File: config.mk
export PLATFORM = sky130hd
export DESIGN_NAME = ubli_queue
export DESIGN_NICKNAME = d
export VERILOG_FILES = /design/src/rtl/ubli_queue.sv
export SDC_FILE = /design/constraint.sdc
export NUM_CORES = 1
export LEC_CHECK = 0
export ABC_AREA = 1
export BUFFER_PORTS_ARGS = -buffer_cell sky130_fd_sc_hd__buf_4
export CAP_MARGIN = 5
export CORE_MARGIN = 10
export CORE_UTILIZATION = 45
export CTS_BUF_LIST = sky130_fd_sc_hd__clkbuf_16
export DETAILED_ROUTE_END_ITERATION = 7
export PLACE_DENSITY = 0.69
export SLEW_MARGIN = 20
export SYNTH_ARGS = -nofsm -noshare
export SYNTH_HDL_FRONTEND = slang
export SYNTH_SLANG_ARGS = --single-unit
File: constraint.sdc
create_clock -name clk -period 1.65 [get_ports clk]
set_clock_uncertainty 0.2 [all_clocks]
set_input_delay 0.33 -clock clk [delete_from_list [all_inputs] [get_ports clk]]
set_output_delay 0.33 -clock clk [all_outputs]
set_load 0.02 [all_outputs]
File: src/rtl/ubli_queue.sv
`timescale 1ns / 1ps
`default_nettype none
module ubli_queue #(
  parameter int W = 8
) (
  input  logic         clk,
  input  logic         rst,
  input  logic         push,
  input  logic [W-1:0] push_data,
  output logic         full,
  input  logic         pop,
  output logic         out_valid,
  output logic [W-1:0] out_data
);

  logic [W-1:0] slot [2];
  logic         wr_ptr;
  logic         rd_ptr;
  logic [1:0]   count;
  logic         push_ok;
  logic         pop_ok;

  assign full      = (count == 2'd2);
  assign out_valid = (count != 2'd0);
  assign out_data  = slot[rd_ptr];
  assign push_ok   = push && !full;
  assign pop_ok    = pop && out_valid;

  always_ff @(posedge clk) begin
    if (rst) begin
      wr_ptr <= 1'b0;
      rd_ptr <= 1'b0;
      count  <= 2'd0;
    end else begin
      if (push_ok) begin
        wr_ptr <= ~wr_ptr;
      end
      if (pop_ok) begin
        rd_ptr <= ~rd_ptr;
      end
      count <= count + 2'(push_ok) - 2'(pop_ok);
    end
  end

  always_ff @(posedge clk) begin
    if (push_ok) begin
      slot[wr_ptr] <= push_data;
    end
  end

endmodule
`default_nettype wire

==> out/results.txt <==
Leak pwr: 0.532 nW
Worst endpoint required time: 1.12 ns
Failing checks: setup timing
Tot GR Track Use: 7.86%
Final Max Tran Viols: 0
Post-route ant nets: 0
Dominant cells by area after synthesis: edfxtp_1 56%, mux2_4 14%, dfxtp_1 12%, inv_1 3.9%, nand2_1 3.5%
Vias per cell: 4.61
Crit path capture type: output port
Vias in the first global route: 543
Worst VDD drop: 904 uV
Unrepaired setup endpoints after global routing: yes
Inserted Clock Buffers: 3
Largest net degree at the start of global routing: 12
Setup ws final: -0.0300 ns
Clock sinks: 21
Max-Cap Viols: 0
Met3 usage: 3.14%
Initial DRT Pass Iterations: 5
Hold Vio Cnt, Final: 0
IO Port Bufs: 21
Synth area leader: edfxtp_1
I/O pin cnt: 22
Hold slack: 0.0322 ns
#FFs+latches synth: 21
GP Congestion: 0.771
Met1 GRT Util: 8.33%
Initial core utilization: 48.9%
FP Rows: 15
First-pass GRT wire length: 2510 um
Wire length per cell: 13.4 um
GR peak layer: met2
Syn Nets: 77
Actual slew at the worst max-slew pin: 0.315 ns
Post-CTS setup buffers: 0
WL final: 1540 um
Hold Buf Count CTS: 0
Via count: 530
CTS tree: done
Post-synth cell types: 11
CP Launch Type: flop
Synth top area share: 55.7%
PwrDens: 1640 nW/um^2
Synthesized area per cell: 13.7 sq um
CP Class: reg -> out
Met2 usage: 13.2%
Post-route clock period utilization: 102%
Most frequent cells in the layout: 16 x edfxtp_1, 15 x buf_4, 10 x inv_1
Worst-path fanout max: 8
Ordered list of cells on the worst path: buf_12, mux2_4, buf_6
Core ar.: 1760 sq um
Max-slew headroom: 79.0%
Mapped Area: 862 sq um
Root buf cell: clkbuf_16
Fraction of layout cells with a size suffix above 1: 44.4%
Hold Path Class: in -> reg
Die height: 63.8 um
Drt first-iter violations: 14
Status: finished, violations left
Clock slew at reported path FFs: 0.05 ns
Diode count: 0
CTS max path bufs: 2
Cells after Synth: 63
Worst hold stages: 2
GR Overflow Total: 0
Period minus WS final: 1.68 ns
Crit path largest cell delay: 0.33 ns
Worst reg-to-reg path cell count: 8
Setup Viol. Count Final: 8
Die X: 63.8 um
Most common cell after layout, fill and taps aside: edfxtp_1
Worst Path Arrival: 1.15 ns
CP max-delay cell: dfxtp_2
Worst-Skew Late Latency: 0.25 ns
Post-layout util: 67.5%
# nets final: 105
Yosys warns: 0
Area Overhead vs Synth: 38.2%
Htree depth: 1
Post-synthesis sequential area ratio: 67.3%
Fmax: 0.595 GHz
# DRC: 0
Die ar.: 4070 sq um
Initial antenna violation count: 0
-- critical path: cells and delay by family (launching register included) --
family | cells | cell delay (ns)
multiplexers | 1 | 0.30
flip-flops | 1 | 0.33
buffers and inverters | 2 | 0.26
-- routing by layer --
metal | vias up | wire (um)
li1 | 268 | -
met1 | 240 | 660
met2 | 20 | 762
met3 | 2 | 97
met4 | 0 | 15
met5 | - | 0
-- what timing repair did --
item / 4_1_cts / 5_1_grt
gates resized for setup: 9 / 3
setup endpoints to repair: 8 / 9
pin swaps: 0 / 1
-- report_power, final --
part	total [W]	switching, W	leakage [nW]	internal (W)
sequential	0.000733	0.0000491	0.191	0.000684
combinational	0.000733	0.000363	0.299	0.000370
clock	0.000484	0.000162	0.0423	0.000322
total	0.00195	0.000575	0.532	0.00138
-- layout make-up --
type	instances	area, sq um
clock buffers	3	75.1
clock inverters	1	3.75
fillers	147	573
inverters	9	33.8
multi-input cells	32	241
flip-flops and latches	21	583
well taps	25	31.3
repair buffers	24	223
-- state kept, by name (all words and copies together), names as in the netlist, named ones only --
signal	cells
rd_ptr	1
count	2
slot	16
wr_ptr	1
-- worst paths after layout --
path | from | end | slack, ns
min | rst | count[0]$_SDFF_PP0_ | 0.03
min reg2reg | rd_ptr$_SDFFE_PP0P_ | rd_ptr$_SDFFE_PP0P_ | 0.31
max reg2reg | count[1]$_SDFF_PP0_ | count[1]$_SDFF_PP0_ | 0.03
max | flop | out_data[1] | -0.03
-- metrics by stage --
stage	total power, W	worst slack (ns)	instances	instance area, sq um	setup TNS, ns
floorplan	0.00117	0.0622	63	862	0
finish	0.00195	-0.0300	115	1190	-0.215
CTS	0.00196	-0.0398	115	1180	-0.288
global placement	0.00141	0.0405	111	1070	0
detailed placement	0.00142	0.00955	111	1070	0
global route	0.00206	-0.0577	115	1190	-0.489
-- kinds of logic (layout without fill, tap and decap cells) --
kind of cell	count (synthesis)	in the layout	share of synthesized area, %
AOI/OAI and AO/OA	2	2	1.16
adders and majority gates	2	2	2.90
buffers and inverters	10	37	5.22
DFF	21	21	67.3
muxes	8	8	13.9
and+or+nand+nor	20	20	9.43
-- cell usage after synthesis, drive strengths merged --
| master | number |
|---|---|
| a21oi | 2 |
| buf | 1 |
| dfxtp | 5 |
| edfxtp | 16 |
| ha | 2 |
| inv | 9 |
| mux2 | 8 |
| nand2 | 8 |
| nand3 | 3 |
| nor2 | 9 |
No activity file was read; power rests on OpenSTA's default activity.
