[config.mk]
export PLATFORM = sky130hd
export DESIGN_NAME = ubli_div
export DESIGN_NICKNAME = d
export VERILOG_FILES = /design/src/rtl/ubli_pkg.sv /design/src/rtl/ubli_div.sv
export SDC_FILE = /design/constraint.sdc
export NUM_CORES = 2
export LEC_CHECK = 0
export ABC_AREA = 1
export BUFFER_PORTS_ARGS = -buffer_cell sky130_fd_sc_hd__clkbuf_2
export CORE_ASPECT_RATIO = 0.75
export CORE_MARGIN = 2
export CORE_UTILIZATION = 50
export DETAILED_ROUTE_END_ITERATION = 10
export PLACE_DENSITY = 0.66
export SLEW_MARGIN = 20
export SYNTH_ARGS = -nofsm -noshare
export SYNTH_HDL_FRONTEND = slang
export SYNTH_SLANG_ARGS = --single-unit
[constraint.sdc]
create_clock -name clk -period 2.6 [get_ports clk]
set_input_delay 0.52 -clock clk [delete_from_list [all_inputs] [get_ports clk]]
set_output_delay 0.52 -clock clk [all_outputs]
set_load 0.005 [all_outputs]
[src/rtl/ubli_pkg.sv]
`timescale 1ns / 1ps
`default_nettype none
package ubli_pkg;

  localparam int DEF_MAX_COLS     = 16;
  localparam int DEF_MAX_ROWS     = 16;
  localparam int DEF_SAMPLE_WIDTH = 16;
  localparam int FRAC_BITS        = 16;

  localparam logic [16:0] FRAC_ONE = 17'h10000;

  localparam logic REQ_WRITE  = 1'b0;
  localparam logic REQ_LOOKUP = 1'b1;

  localparam logic [2:0] CFG_X_LOW     = 3'd0;
  localparam logic [2:0] CFG_X_HIGH    = 3'd1;
  localparam logic [2:0] CFG_GRID_COLS = 3'd2;
  localparam logic [2:0] CFG_Y_LOW     = 3'd3;
  localparam logic [2:0] CFG_Y_HIGH    = 3'd4;
  localparam logic [2:0] CFG_GRID_ROWS = 3'd5;

  localparam logic signed [15:0] RST_X_LOW     = 16'sd0;
  localparam logic signed [15:0] RST_X_HIGH    = 16'sd32767;
  localparam logic [4:0]         RST_GRID_COLS = 5'd16;
  localparam logic signed [15:0] RST_Y_LOW     = 16'sd0;
  localparam logic signed [15:0] RST_Y_HIGH    = 16'sd32767;
  localparam logic [4:0]         RST_GRID_ROWS = 5'd16;

  typedef enum logic [1:0] {
    KIND_WRITE,
    KIND_LOOKUP,
    KIND_FLAT
  } item_kind_t;

  typedef struct packed {
    logic       valid;
    item_kind_t kind;
  } ctl_t;

  // Number of grid intervals along one axis after saturating the point count.
  function automatic int sat_nm1(input logic [4:0] n, input int maxv);
    int r;
    if (n < 5'd2) begin
      r = 1;
    end else if (int'(n) > maxv) begin
      r = maxv - 1;
    end else begin
      r = int'(n) - 1;
    end
    return r;
  endfunction

endpackage
`default_nettype wire

[src/rtl/ubli_div.sv]
`timescale 1ns / 1ps
`default_nettype none
module ubli_div #(
  parameter int CW    = 4,
  parameter int TAGW  = 1,
  localparam int NUMW  = 16 + CW,
  localparam int STEPS = CW + ubli_pkg::FRAC_BITS
) (
  input  logic               clk,
  input  logic               rst,
  input  ubli_pkg::ctl_t     in_ctl,
  input  logic [NUMW-1:0]    num_x,
  input  logic [NUMW-1:0]    num_y,
  input  logic [15:0]        span_x,
  input  logic [15:0]        span_y,
  input  logic [TAGW-1:0]    in_tag,
  output ubli_pkg::ctl_t     out_ctl,
  output logic [STEPS-1:0]   quo_x,
  output logic [STEPS-1:0]   quo_y,
  output logic [TAGW-1:0]    out_tag
);

  // Restoring division of num * 2^16 by span, one quotient bit per stage.
  // The upper bits of the dividend are already below span, so only STEPS
  // quotient bits are produced.
  ubli_pkg::ctl_t    st_ctl [1:STEPS];
  logic [15:0]       rem_x  [1:STEPS];
  logic [15:0]       rem_y  [1:STEPS];
  logic [STEPS-1:0]  sh_x   [1:STEPS];
  logic [STEPS-1:0]  sh_y   [1:STEPS];
  logic [TAGW-1:0]   tag    [1:STEPS];

  for (genvar s = 0; s < STEPS; s++) begin : g_step
    ubli_pkg::ctl_t   cur_ctl;
    logic [15:0]      cur_rem_x;
    logic [15:0]      cur_rem_y;
    logic [STEPS-1:0] cur_sh_x;
    logic [STEPS-1:0] cur_sh_y;
    logic [TAGW-1:0]  cur_tag;
    logic [16:0]      trial_x;
    logic [16:0]      trial_y;
    logic             ge_x;
    logic             ge_y;

    if (s == 0) begin : g_first
      assign cur_ctl   = in_ctl;
      assign cur_rem_x = num_x[NUMW-1:CW];
      assign cur_rem_y = num_y[NUMW-1:CW];
      assign cur_sh_x  = {num_x[CW-1:0], 16'd0};
      assign cur_sh_y  = {num_y[CW-1:0], 16'd0};
      assign cur_tag   = in_tag;
    end else begin : g_next
      assign cur_ctl   = st_ctl[s];
      assign cur_rem_x = rem_x[s];
      assign cur_rem_y = rem_y[s];
      assign cur_sh_x  = sh_x[s];
      assign cur_sh_y  = sh_y[s];
      assign cur_tag   = tag[s];
    end

    always_comb begin
      trial_x = {cur_rem_x, cur_sh_x[STEPS-1]};
      trial_y = {cur_rem_y, cur_sh_y[STEPS-1]};
      ge_x    = trial_x >= {1'b0, span_x};
      ge_y    = trial_y >= {1'b0, span_y};
    end

    always_ff @(posedge clk) begin
      if (rst) begin
        st_ctl[s+1] <= '0;
      end else begin
        st_ctl[s+1] <= cur_ctl;
      end
      rem_x[s+1] <= ge_x ? 16'(trial_x - {1'b0, span_x}) : trial_x[15:0];
      rem_y[s+1] <= ge_y ? 16'(trial_y - {1'b0, span_y}) : trial_y[15:0];
      sh_x[s+1]  <= {cur_sh_x[STEPS-2:0], ge_x};
      sh_y[s+1]  <= {cur_sh_y[STEPS-2:0], ge_y};
      tag[s+1]   <= cur_tag;
    end
  end

  assign out_ctl = st_ctl[STEPS];
  assign quo_x   = sh_x[STEPS];
  assign quo_y   = sh_y[STEPS];
  assign out_tag = tag[STEPS];

endmodule
`default_nettype wire

==> summary.md <==
| Metric | Value |
|---|---|
| Total number of vias | roughly 67000 |
| Part of the power in the clock network | 15.7% |
| Remaining DRCs | 0 |
| Min-Delay Path Depth | 3 |
| Port Buffer Count | 121 |
| HPWL after detailed placement | 159.6 mm |
| CP Data Arrival Time | about 2.7 ns |
| Area share of the leading cell type in the synthesized netlist | 31.92% |
| Switching share of power | 46.23% |
| Syn avg cell area | 6.537 um^2 |
| Antenna violations before repair | 8 |
| Placed instance area | 77050 um^2 |
| Total number of clock tree sinks | around 1100 |
| Clock period minus worst slack | 2.123 ns |
| Final hold violation count | 0 |
| Clk root buf | clkbuf_16 |
| Finish-stage setup viols | 0 |
| Post-synth top flop | dfxtp_1 |
| Kind of path behind the tightest hold check | primary input to register |
| Height of the die | 328.6 um |
| Area of the mapped netlist | approximately 70000 um^2 |
| Final design utilization | 58.12% |
| Worst Max-Slew Pin Slew | approximately 0.57 ns |
| Seq pwr share | roughly 27% |
| Category of the most critical setup path | register to register |
| Proportion of register bits with asynchronous set or reset after synthesis | 0% |
| Count of synthesis-stage warnings from yosys | 0 |
| Worst skew pair latency | 0.76 ns |
| GRT Residual Overflow | 0 |
| Max Root-Sink Buffers | 3 |
| Result of the run | finished clean |
| Via count of the first global-routing pass | 59889 |
| Weighted congestion reported at the end of routability-driven placement | 0.9690 |
| Initial drt markers | 5958 |
| Gate count after technology mapping | 10746 |
| Fin worst setup slack | between 0.4 and 0.5 ns |
| Worst Path Max Fanout | 13 |
| Max-Slew Margin vs Limit | 61.88% |
| Fin Clk Skew | 0.02306 ns |
| Buffers inserted during post-CTS setup optimization | 0 |
| Via count normalized by instance count | 4.984 |
| Area growth from synthesis to final layout | 15.80% |
| Count of max-cap constraint violations | 0 |
| Width of the die | between 400 and 500 um |
| Most frequent standard cell in the layout excluding fill and tap cells | nand2_1 |
| Post-synthesis net count | around 12000 |
| Die area | 143500 um^2 |
| Number of search-and-repair iterations in the first detailed-routing pass | 6 |
| Standard cell core area | 140000 um^2 |
| Leakage power of the design | between 40 and 50 nW |
| Layout cells sized above 1 | 9.907% |
| Layout fillers | 13552 |
| Global router's overall resource usage | 28.05% |
| Critical Path End Type | register |
| Final Total Pwr | 111.9 mW |
| Area contributors post-synth | dfxtp_1 (32%), nand2_1 (24%), ha_1 (11%) |
| Crit path required time | 3.22 ns |
| Post-synth EDFFs | 0 |
| Number of slew-limit violations in the final report | 0 |
| TritonCTS buffer count | 114 |
| Sequential cell area | 22420 um^2 |
| # IOs | 122 |
| Share of total power in combinational logic | 57.2% |
| Routed wire per std cell | 15.39 um |
| RSZ-0062 raised after global routing | no |
| Number of core rows | 119 |
| Cell count of the worst reg-to-reg path | 11 |
| Commonest cells after routing, fill and taps aside | nand2_1 (4545), inv_1 (1661), dfxtp_1 (1120) |
| Peak supply drop | 0.7393 mV |
| Number of register bits inferred by synthesis | 1120 |
| Period utilization | 81.66% |
| H-Tree Level Count | 3 |
| Worst hold margin | 0.05998 ns |
| Type of element launching the critical path | register |
| Count of placed standard cells in the final layout, fillers left out | 13393 |
| Clock Pin Slew Worst Setup and Hold Paths | approximately 0.07 ns |
| Switching power summed over all nets | ~52 mW |
| Areal power density over the cells | 1376 nW/um^2 |
| Post-layout net count | 12174 |
| Final instance area | between 80000 and 90000 um^2 |
| First-pass GRT wire length | 323.6 mm |
| Setup tns final | 0 ns |
| Upper clock frequency limit | 0.4710 GHz |
| Total internal power | 60.19 mW |
| TritonCTS clock tree | built |
| Starting Density | 50.19% |
| Area of the multi-input gates | a little over 40000 um^2 |
| Count of cell types in the netlist | between 40 and 50 |
| Post-placement setup slack | -0.1043 ns |
| Overall routed net length | 206.1 mm |
| Final ANT Viol Nets | 0 |
| Maximum number of pins on one net before global-route repair | 61 |
| Share of synthesized area occupied by flip-flops and latches | 31.92% |
| Most area-hungry cell type in the Yosys netlist | dfxtp_1 |
| Placed Instances | 13154 |
-- sequential cells by signal (all words and copies together) (netlist names) --
signal / flops
st_ctl: 60
tag: 20
rem_x: 304
sh_y: 216
rem_y: 304
sh_x: 216
-- cells by family after synthesis --
kind of cell             synth area share [%]
AND/OR/NAND/NOR                         38.76
AO/OA/AOI/OAI                           3.021
adder cells (fa/ha/maj)                 12.45
XOR/XNOR                                3.192
buffers and inverters                   10.66
flip-flops                              31.92
-- final cells by class --
class                      count  share of cell area [%]
tap                         1875                   2.884
sequential                  1120                   27.56
clock buffer                 138                   3.802
timing repair buffer         696                   7.112
multi-input combinational   7791                   49.58
clock inverter                75                   1.166
inverter                    1697                   7.886
antenna                        1                0.003076
-- layer usage --
layer  vias to the layer above  share of wire [%]  GRT usage [%]
met4                         0                2.6          6.837
met2                      2322                 38          38.75
met3                       323                8.9          4.984
met1                     29575                 51          44.06
met5                         -                  0              0
li1                      34531                  -              -
-- synthesized netlist by cell type, types with 25 or more instances --
| library cell | count |
|---|---|
| xor2_1 | 176 |
| nor2_1 | 524 |
| buf_2 | 46 |
| nand2_4 | 38 |
| nor2_2 | 56 |
| nand2_1 | 4545 |
| nand3_1 | 670 |
| dfxtp_1 | 1120 |
| xnor2_1 | 80 |
| a21oi_1 | 356 |
| ha_1 | 638 |
| o21ai_0 | 42 |
| nand2_2 | 53 |
| nor3_1 | 160 |
| nand3b_1 | 140 |
| nand4_1 | 119 |
| or2_2 | 25 |
| buf_6 | 54 |
| inv_1 | 1664 |
| fa_1 | 38 |
| nand3_2 | 37 |
| or2_0 | 25 |
-- worst paths after layout --
check / start / end / slack (ns)
min reg2reg: sh_y[0][356]$_DFF_P_ / sh_y[0][377]$_DFF_P_ / 0.31
min: num_x[8] / rem_x[0][21]$_DFF_P_ / 0.06
max: rem_y[0][246]$_DFF_P_ / rem_y[0][257]$_DFF_P_ / 0.48
max reg2reg: rem_y[0][246]$_DFF_P_ / rem_y[0][257]$_DFF_P_ / 0.48
-- worst max-delay path: stages, from the launching register on --
cell	delay, ns
dfxtp_1	0.33
ha_1	0.33
nand2_1	0.15
inv_1	0.09
nand2_1	0.07
nand2_1	0.08
inv_1	0.09
nand3_2	0.11
nand2_2	0.11
nand2_4	0.05
buf_4	0.20
o21ai_0	0.38
-- what timing repair did --
item / CTS / global route
resized for setup: 0 / 0
endpoints found under the hold margin: 25 / 0
hold buffers: 25 / 0
-- power by group through the flow --
stage / Sequential, mW / Clock, mW / Combinational, mW
global placement: 30.6 / 0 / 61.8
floorplan: 28.0 / 0 / 45.3
CTS: 30.3 / 18.1 / 63.1
detailed placement: 30.5 / 0 / 62.7
finish: 30.4 / 17.6 / 64.0
global route: 31.0 / 18.7 / 72.3
(Power assumes the default switching activity.)
