[src/rtl/ubli_pkg.sv]
`timescale 1ns / 1ps
`default_nettype none
package ubli_pkg;

  localparam int DEF_MAX_COLS     = 16;
  localparam int DEF_MAX_ROWS     = 16;
  localparam int DEF_SAMPLE_WIDTH = 16;
  localparam int FRAC_BITS        = 16;

  localparam logic [16:0] FRAC_ONE = 17'h10000;

  localparam logic REQ_WRITE  = 1'b0;
  localparam logic REQ_LOOKUP = 1'b1;

  localparam logic [2:0] CFG_X_LOW     = 3'd0;
  localparam logic [2:0] CFG_X_HIGH    = 3'd1;
  localparam logic [2:0] CFG_GRID_COLS = 3'd2;
  localparam logic [2:0] CFG_Y_LOW     = 3'd3;
  localparam logic [2:0] CFG_Y_HIGH    = 3'd4;
  localparam logic [2:0] CFG_GRID_ROWS = 3'd5;

  localparam logic signed [15:0] RST_X_LOW     = 16'sd0;
  localparam logic signed [15:0] RST_X_HIGH    = 16'sd32767;
  localparam logic [4:0]         RST_GRID_COLS = 5'd16;
  localparam logic signed [15:0] RST_Y_LOW     = 16'sd0;
  localparam logic signed [15:0] RST_Y_HIGH    = 16'sd32767;
  localparam logic [4:0]         RST_GRID_ROWS = 5'd16;

  typedef enum logic [1:0] {
    KIND_WRITE,
    KIND_LOOKUP,
    KIND_FLAT
  } item_kind_t;

  typedef struct packed {
    logic       valid;
    item_kind_t kind;
  } ctl_t;

  // Number of grid intervals along one axis after saturating the point count.
  function automatic int sat_nm1(input logic [4:0] n, input int maxv);
    int r;
    if (n < 5'd2) begin
      r = 1;
    end else if (int'(n) > maxv) begin
      r = maxv - 1;
    end else begin
      r = int'(n) - 1;
    end
    return r;
  endfunction

endpackage
`default_nettype wire

[src/rtl/ubli_front.sv]
`timescale 1ns / 1ps
`default_nettype none
module ubli_front #(
  parameter int MAX_COLS     = ubli_pkg::DEF_MAX_COLS,
  parameter int MAX_ROWS     = ubli_pkg::DEF_MAX_ROWS,
  parameter int SAMPLE_WIDTH = ubli_pkg::DEF_SAMPLE_WIDTH,
  parameter int CW           = 4,
  parameter int AW           = 8,
  localparam int NUMW        = 16 + CW
) (
  input  logic                     start,
  input  logic                     busy,
  input  logic                     req_type,
  input  logic [3:0]               entry_row,
  input  logic [3:0]               entry_col,
  input  logic signed [15:0]       entry_value,
  input  logic signed [15:0]       x_pos,
  input  logic signed [15:0]       y_pos,
  input  logic signed [15:0]       x_low,
  input  logic signed [15:0]       x_high,
  input  logic [4:0]               grid_cols,
  input  logic signed [15:0]       y_low,
  input  logic signed [15:0]       y_high,
  input  logic [4:0]               grid_rows,
  output logic                     push,
  output ubli_pkg::item_kind_t     kind,
  output logic [NUMW-1:0]          num_x,
  output logic [NUMW-1:0]          num_y,
  output logic [SAMPLE_WIDTH-1:0]  sample,
  output logic [AW-1:0]            waddr
);

  logic               flat;
  logic               in_range;
  logic signed [15:0] pos_x;
  logic signed [15:0] pos_y;
  logic signed [16:0] diff_x;
  logic signed [16:0] diff_y;
  logic [CW-1:0]      nm1_x;
  logic [CW-1:0]      nm1_y;

  always_comb begin
    flat = (x_high <= x_low) || (y_high <= y_low);
    in_range = (32'(entry_row) < MAX_ROWS) && (32'(entry_col) < MAX_COLS);

    if (x_pos < x_low) begin
      pos_x = x_low;
    end else if (x_pos > x_high) begin
      pos_x = x_high;
    end else begin
      pos_x = x_pos;
    end
    if (y_pos < y_low) begin
      pos_y = y_low;
    end else if (y_pos > y_high) begin
      pos_y = y_high;
    end else begin
      pos_y = y_pos;
    end

    diff_x = 17'(pos_x) - 17'(x_low);
    diff_y = 17'(pos_y) - 17'(y_low);
    nm1_x  = CW'(ubli_pkg::sat_nm1(grid_cols, MAX_COLS));
    nm1_y  = CW'(ubli_pkg::sat_nm1(grid_rows, MAX_ROWS));
    num_x  = NUMW'(diff_x[15:0]) * NUMW'(nm1_x);
    num_y  = NUMW'(diff_y[15:0]) * NUMW'(nm1_y);

    if (req_type == ubli_pkg::REQ_WRITE) begin
      kind = ubli_pkg::KIND_WRITE;
    end else if (flat) begin
      kind = ubli_pkg::KIND_FLAT;
    end else begin
      kind = ubli_pkg::KIND_LOOKUP;
    end

    // Writes outside the table are dropped here and never enter the queue.
    push   = start && !busy && ((req_type == ubli_pkg::REQ_LOOKUP) || in_range);
    sample = SAMPLE_WIDTH'(entry_value);
    waddr  = AW'(32'(entry_row) * MAX_COLS + 32'(entry_col));
  end

endmodule
`default_nettype wire

[config.mk]
export PLATFORM = sky130hd
export DESIGN_NAME = ubli_front
export DESIGN_NICKNAME = d
export VERILOG_FILES = /design/src/rtl/ubli_pkg.sv /design/src/rtl/ubli_front.sv
export SDC_FILE = /design/constraint.sdc
export NUM_CORES = 1
export LEC_CHECK = 0
export ABC_AREA = 1
export BUFFER_PORTS_ARGS = -buffer_cell sky130_fd_sc_hd__buf_2
export CAP_MARGIN = 20
export CORE_MARGIN = 10
export CORE_UTILIZATION = 45
export DETAILED_ROUTE_END_ITERATION = 7
export MAX_ROUTING_LAYER = met4
export PLACE_DENSITY = 0.76
export SYNTH_ARGS = -nofsm -noshare
export SYNTH_HDL_FRONTEND = slang
export SYNTH_SLANG_ARGS = --single-unit
[constraint.sdc]
create_clock -name vclk -period 6.2
set_input_delay 0.31 -clock vclk [all_inputs]
set_output_delay 0.31 -clock vclk [all_outputs]
set_load 0.01 [all_outputs]
==> flow_metrics.py, run 1 <==
metrics = {
    "status": {
        "status": "complete, but fails checks",
        "violations": "setup timing",
    },
    "logic_synthesis": {
        "syn_inst": 1269,
        "synthesis.area_um2": 8420,
        "synthesis.nets": 1634,
        "netlist.top_cell.by_area": "ha_1",
        "synth.distinct_cells": 50,
        "synth_top_cell_area_share": 0.259,
        "syn_avg_cell_area_um2": 6.63,
        "ys_warn_count": 0,
        "synth_most_common_cell": "inv_1",
        "synth-seq-area-share": 0,
        "yosys-top-cells-count": "245 x inv_1, 217 x nand2_1, 174 x ha_1, 131 x nor2_1, 106 x a21oi_1",
        "synthTopCellsByArea": "ha_1 26%, fa_1 14%, inv_1 11%",
    },
    "clock_tree": {
        "cts_hold_buf": 0,
    },
    "die": {
        "die_w_um": 157,
        "die_height_um": 157,
        "rows": 49,
        "dieArea_um2": 24600,
        "core-area_um2": 18200,
        "initial_utilization": 0.462,
        "io_pins": 200,
    },
    "worst_setup_path": {
        "worst-endpoint-required_ns": 5.89,
        "critPathSlowestCell": "fa_1",
        "startpoint_type": "primary input",
        "worstPathMaxFanout": 4,
        "crit_type": "primary input to primary output",
        "cpMostUsedCell": "nand2_2",
        "slowest_delay_ns": 0.55,
        "endpoint_kind": "primary output",
        "crit_arrival_ns": 5.97,
    },
    "grt": {
        "grt_pass1_wl_mm": 39.5,
        "antenna_found_initial": 4,
        "grt_overflow_total": 0,
        "grt_pass1_vias": 8703,
        "grt_start_max_net_pins": 19,
        "grt_usage": 0.191,
    },
    "route": {
        "avgRoutedWirePerCell_um": 15.8,
        "ant_nets": 0,
        "vias": 9498,
        "drc_errors": 0,
        "firstDrtPassIters": 5,
        "routed_wl_mm": 28.3,
        "first_iter_violations": 451,
        "drt-vias-per-instance": 5.32,
    },
    "sta": {
        "whs_ns": 0.620,
        "grt_setup_unrepaired": "yes",
        "fmax_mhz": 159,
        "period_needed_ns": 6.28,
        "tightest_slew_ns": 0.575,
        "fin_crit_sh": 1.01,
        "finalSetupTns_ns": -0.164,
        "hold_violations": 0,
        "setup_ws_ns": -0.0849,
        "relSlewSlack": 0.616,
        "setup_viol": 3,
        "final_max_slew_viol_count": 0,
    },
    "layout": {
        "area_growth_pct": 44.3,
        "finish.net_count": 1920,
        "drive_gt1_frac": 0.397,
        "seq_cells": 0,
        "fin_cells": 1787,
        "clkbuf_count": 0,
        "seq_area_um2": 0,
    },
    "placement": {
        "pre_cts_ws_ns": -0.297,
        "port_buffers": 152,
        "placedCellCount": 1742,
        "place_congestion": 0.962,
        "dpl.hpwl_mm": 21.3,
    },
    "job": {
        "drv_cap": 0,
    },
    "hold_path": {
        "hold_path_class": "primary input to primary output",
    },
}
==> area by class of cell <==
| cell class | count | area [um2] |
|---|---|---|
| antenna | 5 | 12.5 |
| tap | 229 | 287 |
| multi-input combinational | 978 | 8670 |
| inverter | 250 | 953 |
| timing repair buffer | 324 | 2220 |
| fill | 1418 | 6060 |
| timing repair inverter | 1 | 7.51 |
==> path summary, 6_finish.rpt <==
path / start / end / slack, ns / depth (start not counted)
max: y_pos[13] / num_y[19] / -0.08 / 36
min: entry_value[12] / sample[12] / 0.62 / 0
==> cells by family after synthesis <==
| kind of cell | Yosys count | share of synthesized area |
|---|---|---|
| simple gates | 444 | 0.221 |
| xor+xnor | 57 | 0.0611 |
| fa+ha+maj | 232 | 0.397 |
| compound gates | 245 | 0.176 |
| buf+inv | 291 | 0.145 |
==> layout by cell type, fill, tap and decap left out, types with 8 or more instances in the layout <==
cell | Yosys | routed
xor2_1 | 34 | 31
nand2_1 | 217 | 177
o211ai_1 | 32 | 32
buf_6 | 2 | 24
nor2_2 | 2 | 19
ha_4 | 0 | 51
a21oi_1 | 106 | 76
ha_1 | 174 | 117
buf_4 | 27 | 159
o21ai_0 | 53 | 30
a21oi_2 | 3 | 28
o21ai_1 | 3 | 21
nor2_4 | 0 | 8
o21ai_2 | 10 | 13
nand3_2 | 1 | 14
nand4_1 | 14 | 14
xnor2_1 | 21 | 14
fa_1 | 58 | 56
nand3_1 | 44 | 27
inv_1 | 245 | 201
buf_2 | 8 | 136
inv_2 | 4 | 43
nor2_1 | 131 | 106
nand2_2 | 4 | 38
==> critical path: cells and delay by family <==
| kind | cells | cell delay (ns) |
|---|---|---|
| AOI/OAI and AO/OA | 8 | 1.08 |
| buffers and inverters | 7 | 0.67 |
| xor gates and xnor gates | 2 | 0.46 |
| and+or+nand+nor | 14 | 1.41 |
| adders and majority gates | 5 | 2.05 |
==> per-layer routing <==
layer	GRT usage	wire length (um)	share of wire
met1	0.254	12100	0.43
met5	-	0	0
met4	0.0180	726	0.026
met2	0.313	13800	0.49
met3	0.0241	1690	0.060
==> repair_timing <==
item | in CTS | in global routing
buffers inserted | 3 | 36
gates resized for setup | 41 | 315
hold endpoints to repair | 0 | 0
pin swaps | 15 | 160
endpoints found under the setup margin | 14 | 24
cloned | 1 | 0
==> per-stage QoR <==
step                instance area [um2]  utilization
floorplan                          8420            -
global placement                  10200        0.559
detailed placement                10200        0.559
CTS                               10400        0.569
global route                      12100        0.667
finish                            12100        0.667
Power of run 1 is left out: the tool's default activity adds up to more than one toggle a clock period on the data nets, which glitch-free logic cannot reach.
==> run 2, diff against run 1 <==
--- a/config.mk
+++ b/config.mk
@@ -8,11 +8,13 @@
 export ABC_AREA = 1
 export BUFFER_PORTS_ARGS = -buffer_cell sky130_fd_sc_hd__buf_2
 export CAP_MARGIN = 20
+export CELL_PAD_IN_SITES_DETAIL_PLACEMENT = 1
+export CELL_PAD_IN_SITES_GLOBAL_PLACEMENT = 1
 export CORE_MARGIN = 10
-export CORE_UTILIZATION = 45
+export CORE_UTILIZATION = 40
 export DETAILED_ROUTE_END_ITERATION = 7
 export MAX_ROUTING_LAYER = met4
-export PLACE_DENSITY = 0.76
+export PLACE_DENSITY = 0.92
 export SYNTH_ARGS = -nofsm -noshare
 export SYNTH_HDL_FRONTEND = slang
 export SYNTH_SLANG_ARGS = --single-unit
==> flow_metrics.py, run 2 (synthesis results as in run 1) <==
metrics = {
    "sta": {
        "tightest_slew_ns": 0.699,
        "relSlewSlack": 0.533,
        "setup_viol": 26,
        "period_needed_ns": 6.95,
        "whs_ns": 0.620,
        "fin_crit_sh": 1.12,
        "final_max_slew_viol_count": 0,
        "fmax_mhz": 144,
        "finalSetupTns_ns": -13.68,
        "setup_ws_ns": -0.746,
        "hold_violations": 0,
        "grt_setup_unrepaired": "yes",
    },
    "worst_setup_path": {
        "crit_arrival_ns": 6.64,
        "worst-endpoint-required_ns": 5.89,
        "worstPathMaxFanout": 6,
        "crit_type": "primary input to primary output",
        "cpMostUsedCell": "nand2_1",
        "startpoint_type": "primary input",
        "slowest_delay_ns": 0.54,
        "endpoint_kind": "primary output",
        "critPathSlowestCell": "fa_1",
    },
    "grt": {
        "grt_pass1_vias": 11800,
        "grt_pass1_wl_mm": 60.5,
        "antenna_found_initial": 0,
        "grt_overflow_total": 0,
        "grt_usage": 0.279,
        "grt_start_max_net_pins": 25,
    },
    "layout": {
        "diodes": 0,
        "area_growth_pct": 58.3,
        "drive_gt1_frac": 0.480,
        "finish.net_count": 1964,
        "seq_area_um2": 0,
        "nFillCells": 2531,
        "seq_cells": 0,
        "fin_cells": 1872,
        "layout_common_cells": "191 x buf_4, 167 x inv_1, 153 x nand2_1",
        "clkbuf_count": 0,
        "multi_input_area_um2": 9230,
        "mostFrequentLayoutCell": "buf_4",
    },
    "hold_path": {
        "min_to": "sample[12]",
        "hold_path_class": "primary input to primary output",
        "worstHoldStart": "entry_value[12]",
        "whs_path_depth": 0,
    },
    "placement": {
        "placedCellCount": 1787,
        "place_congestion": 0.964,
        "port_buffers": 152,
        "dpl.hpwl_mm": 28.0,
    },
    "die": {
        "dieArea_um2": 27200,
        "initial_utilization": 0.403,
        "core-area_um2": 20900,
        "die_w_um": 165,
        "die_height_um": 165,
        "rows": 53,
        "io_pins": 200,
    },
    "route": {
        "vias": 11800,
        "first_iter_violations": 1099,
        "top_layer": "met4",
        "routed-wl-met2_mm": 25.6,
        "routed_wl_mm": 53.8,
        "avgRoutedWirePerCell_um": 28.7,
        "drt-vias-per-instance": 6.32,
        "ant_nets": 0,
        "firstDrtPassIters": 5,
        "drc_errors": 0,
        "drt-met1-wl_mm": 18.8,
        "met3_length_mm": 4.49,
    },
    "status": {
        "violations": "setup timing",
        "status": "complete, but fails checks",
    },
    "job": {
        "drv_cap": 0,
    },
    "clock_tree": {
        "cts_hold_buf": 0,
    },
}
run 2: cell count changes in the layout (fill, tap and decap cells not counted), moves of 13 or more:
cell     before  now
inv_2        43   67
nor2_1      106   93
buf_4       159  191
nand2_1     177  153
inv_1       201  167
buf_2       136  115
buf_6        24   53
run 2: critical path, delay by kind of cell:
kind | cells | cell delay (ns)
adders and majority gates | 5 | 1.99
buffers and inverters | 10 | 1.19
AOI/OAI and AO/OA | 11 | 1.93
xor gates and xnor gates | 2 | 0.29
and+or+nand+nor | 9 | 0.87
run 2: cell type report:
cell class                      instances  share of cell area
Multi-Input combinational cell        978               0.692
Timing Repair Buffer                  367               0.207
Inverter                              250              0.0740
Tap cell                              275              0.0258
Timing Repair inverter                  2             0.00103
run 2: worst max-delay path by stage:
stage	from	cells past startpoint	endpoint	slack, ns
global route	y_pos[5]	35	num_y[19]	-0.84
detailed placement	y_pos[9]	32	num_y[19]	-0.57
finish	y_low[5]	37	num_y[17]	-0.75
floorplan	y_high[15]	35	num_y[19]	0.34
CTS	y_low[15]	36	num_y[19]	-0.0003
global placement	y_pos[15]	32	num_y[19]	-0.24
run 2: what timing repair did:
item                                    CTS  global route
endpoints found under the setup margin   23            28
endpoints found under the hold margin     0             0
pin swaps                                90           203
gates cloned                              1             2
resized for setup                       198           387
buffers inserted                         26            60
run 2: layer usage:
layer	vias up	track usage
met5	-	-
met4	0	0.122
met3	444	0.0342
met2	917	0.499
met1	5690	0.305
li1	4781	-
run 2: metrics by stage:
step           area, um2   util  worst slack, ns
2_1_floorplan       8420      -            0.340
3_3_place_gp       10200  0.490           -0.240
3_5_place_dp       10200  0.490           -0.565
4_1_cts            11300  0.542        -0.000279
5_1_grt            13300  0.638           -0.836
6_report           13300  0.638           -0.746
Power of run 2 is left out for the same reason.
==> run 3, diff against run 2 <==
--- a/config.mk
+++ b/config.mk
@@ -14,7 +14,7 @@
 export CORE_UTILIZATION = 40
 export DETAILED_ROUTE_END_ITERATION = 7
 export MAX_ROUTING_LAYER = met4
-export PLACE_DENSITY = 0.92
+export PLACE_DENSITY_LB_ADDON = 0.08
 export SYNTH_ARGS = -nofsm -noshare
 export SYNTH_HDL_FRONTEND = slang
 export SYNTH_SLANG_ARGS = --single-unit
==> flow_metrics.py, run 3 (synthesis results as in run 1) <==
metrics = {
    "die": {
        "io_pins": 200,
        "initial_utilization": 0.403,
        "core-area_um2": 20900,
        "die_w_um": 165,
        "die_height_um": 165,
        "dieArea_um2": 27200,
        "rows": 53,
    },
    "sta": {
        "fin_crit_sh": 1.06,
        "setup_viol": 16,
        "fmax_mhz": 152,
        "period_needed_ns": 6.59,
        "setup_ws_ns": -0.390,
        "hold_violations": 0,
        "grt_setup_unrepaired": "yes",
        "final_max_slew_viol_count": 0,
        "tightest_slew_ns": 0.748,
        "relSlewSlack": 0.501,
        "finalSetupTns_ns": -2.46,
    },
    "layout": {
        "layout_common_cells": "259 x buf_4, 181 x inv_1, 170 x nand2_1",
        "finish.net_count": 2028,
        "nFillCells": 2631,
        "mostFrequentLayoutCell": "buf_4",
        "drive_gt1_frac": 0.483,
        "seq_cells": 0,
        "area_growth_pct": 59.4,
        "diodes": 0,
        "seq_area_um2": 0,
        "clkbuf_count": 0,
        "multi_input_area_um2": 9020,
    },
    "grt": {
        "antenna_found_initial": 0,
        "grt_overflow_total": 0,
        "grt_usage": 0.215,
        "grt_start_max_net_pins": 25,
        "grt_pass1_vias": 10200,
        "grt_pass1_wl_mm": 48.5,
    },
    "hold_path": {
        "worstHoldStart": "entry_value[15]",
        "whs_path_depth": 0,
        "hold_path_class": "primary input to primary output",
        "min_to": "sample[15]",
    },
    "route": {
        "routed_wl_mm": 39.5,
        "avgRoutedWirePerCell_um": 20.4,
        "drc_errors": 0,
        "drt-met1-wl_mm": 17.2,
        "ant_nets": 0,
        "top_layer": "met4",
        "routed-wl-met2_mm": 19.8,
        "drt-vias-per-instance": 5.39,
        "first_iter_violations": 531,
        "met3_length_mm": 1.61,
        "vias": 10400,
        "firstDrtPassIters": 5,
    },
    "job": {
        "drv_cap": 0,
    },
    "worst_setup_path": {
        "worstPathMaxFanout": 6,
        "crit_arrival_ns": 6.28,
        "startpoint_type": "primary input",
        "worst-endpoint-required_ns": 5.89,
        "endpoint_kind": "primary output",
        "crit_type": "primary input to primary output",
        "critPathSlowestCell": "fa_1",
        "slowest_delay_ns": 0.57,
        "cpMostUsedCell": "nor2_1",
    },
    "placement": {
        "place_congestion": 0.874,
        "port_buffers": 152,
        "dpl.hpwl_mm": 25.4,
        "pre_cts_ws_ns": -0.423,
    },
    "status": {
        "violations": "setup timing",
        "status": "complete, but fails checks",
    },
}
-- run 3: metal layers --
layer / vias up / track usage
met1: 5132 / 0.301
li1: 4892 / -
met5: - / -
met2: 331 / 0.350
met4: 0 / 0.0133
met3: 80 / 0.0107
-- run 3: area by class of cell --
cell class	instances	share of cell area
multi-input combinational	978	0.672
timing repair buffer	432	0.230
inverter	250	0.0713
tap	275	0.0257
timing repair inverter	1	0.000560
-- run 3: worst max-delay path by stage --
| stage | depth (start not counted) | to | slack, ns | startpoint |
|---|---|---|---|---|
| detailed placement | 32 | num_y[19] | -0.42 | y_low[15] |
| floorplan | 35 | num_y[19] | 0.34 | y_high[15] |
| global route | 35 | num_x[19] | -0.73 | x_high[5] |
| finish | 35 | num_x[19] | -0.39 | x_high[5] |
| global placement | 35 | num_x[19] | -0.31 | x_high[15] |
| CTS | 37 | num_y[19] | -0.005 | y_pos[7] |
-- run 3: worst max-delay path, delay by kind of cell --
kind	cells	cell delay [ns]
fa+ha+maj	5	1.96
buf+inv	10	1.09
compound gates	4	0.69
xor+xnor	2	0.42
simple gates	14	1.77
-- run 3: metrics by stage --
step	std cells	util	hold slack, ns	cell area (um2)
global route	1936	0.642	0.620	13400
detailed placement	1875	0.522	0.620	10900
global placement	1875	0.522	0.620	10900
finish	1936	0.642	0.620	13400
floorplan	1269	-	0.668	8420
CTS	1897	0.557	0.620	11600
-- run 3: what timing repair did --
item | CTS | global route
resized for setup | 114 | 361
pin swaps | 62 | 189
cloned | 1 | 0
setup endpoints to repair | 22 | 25
hold buffers | 0 | 0
setup buffers | 21 | 38
Power of run 3 is left out for the same reason.
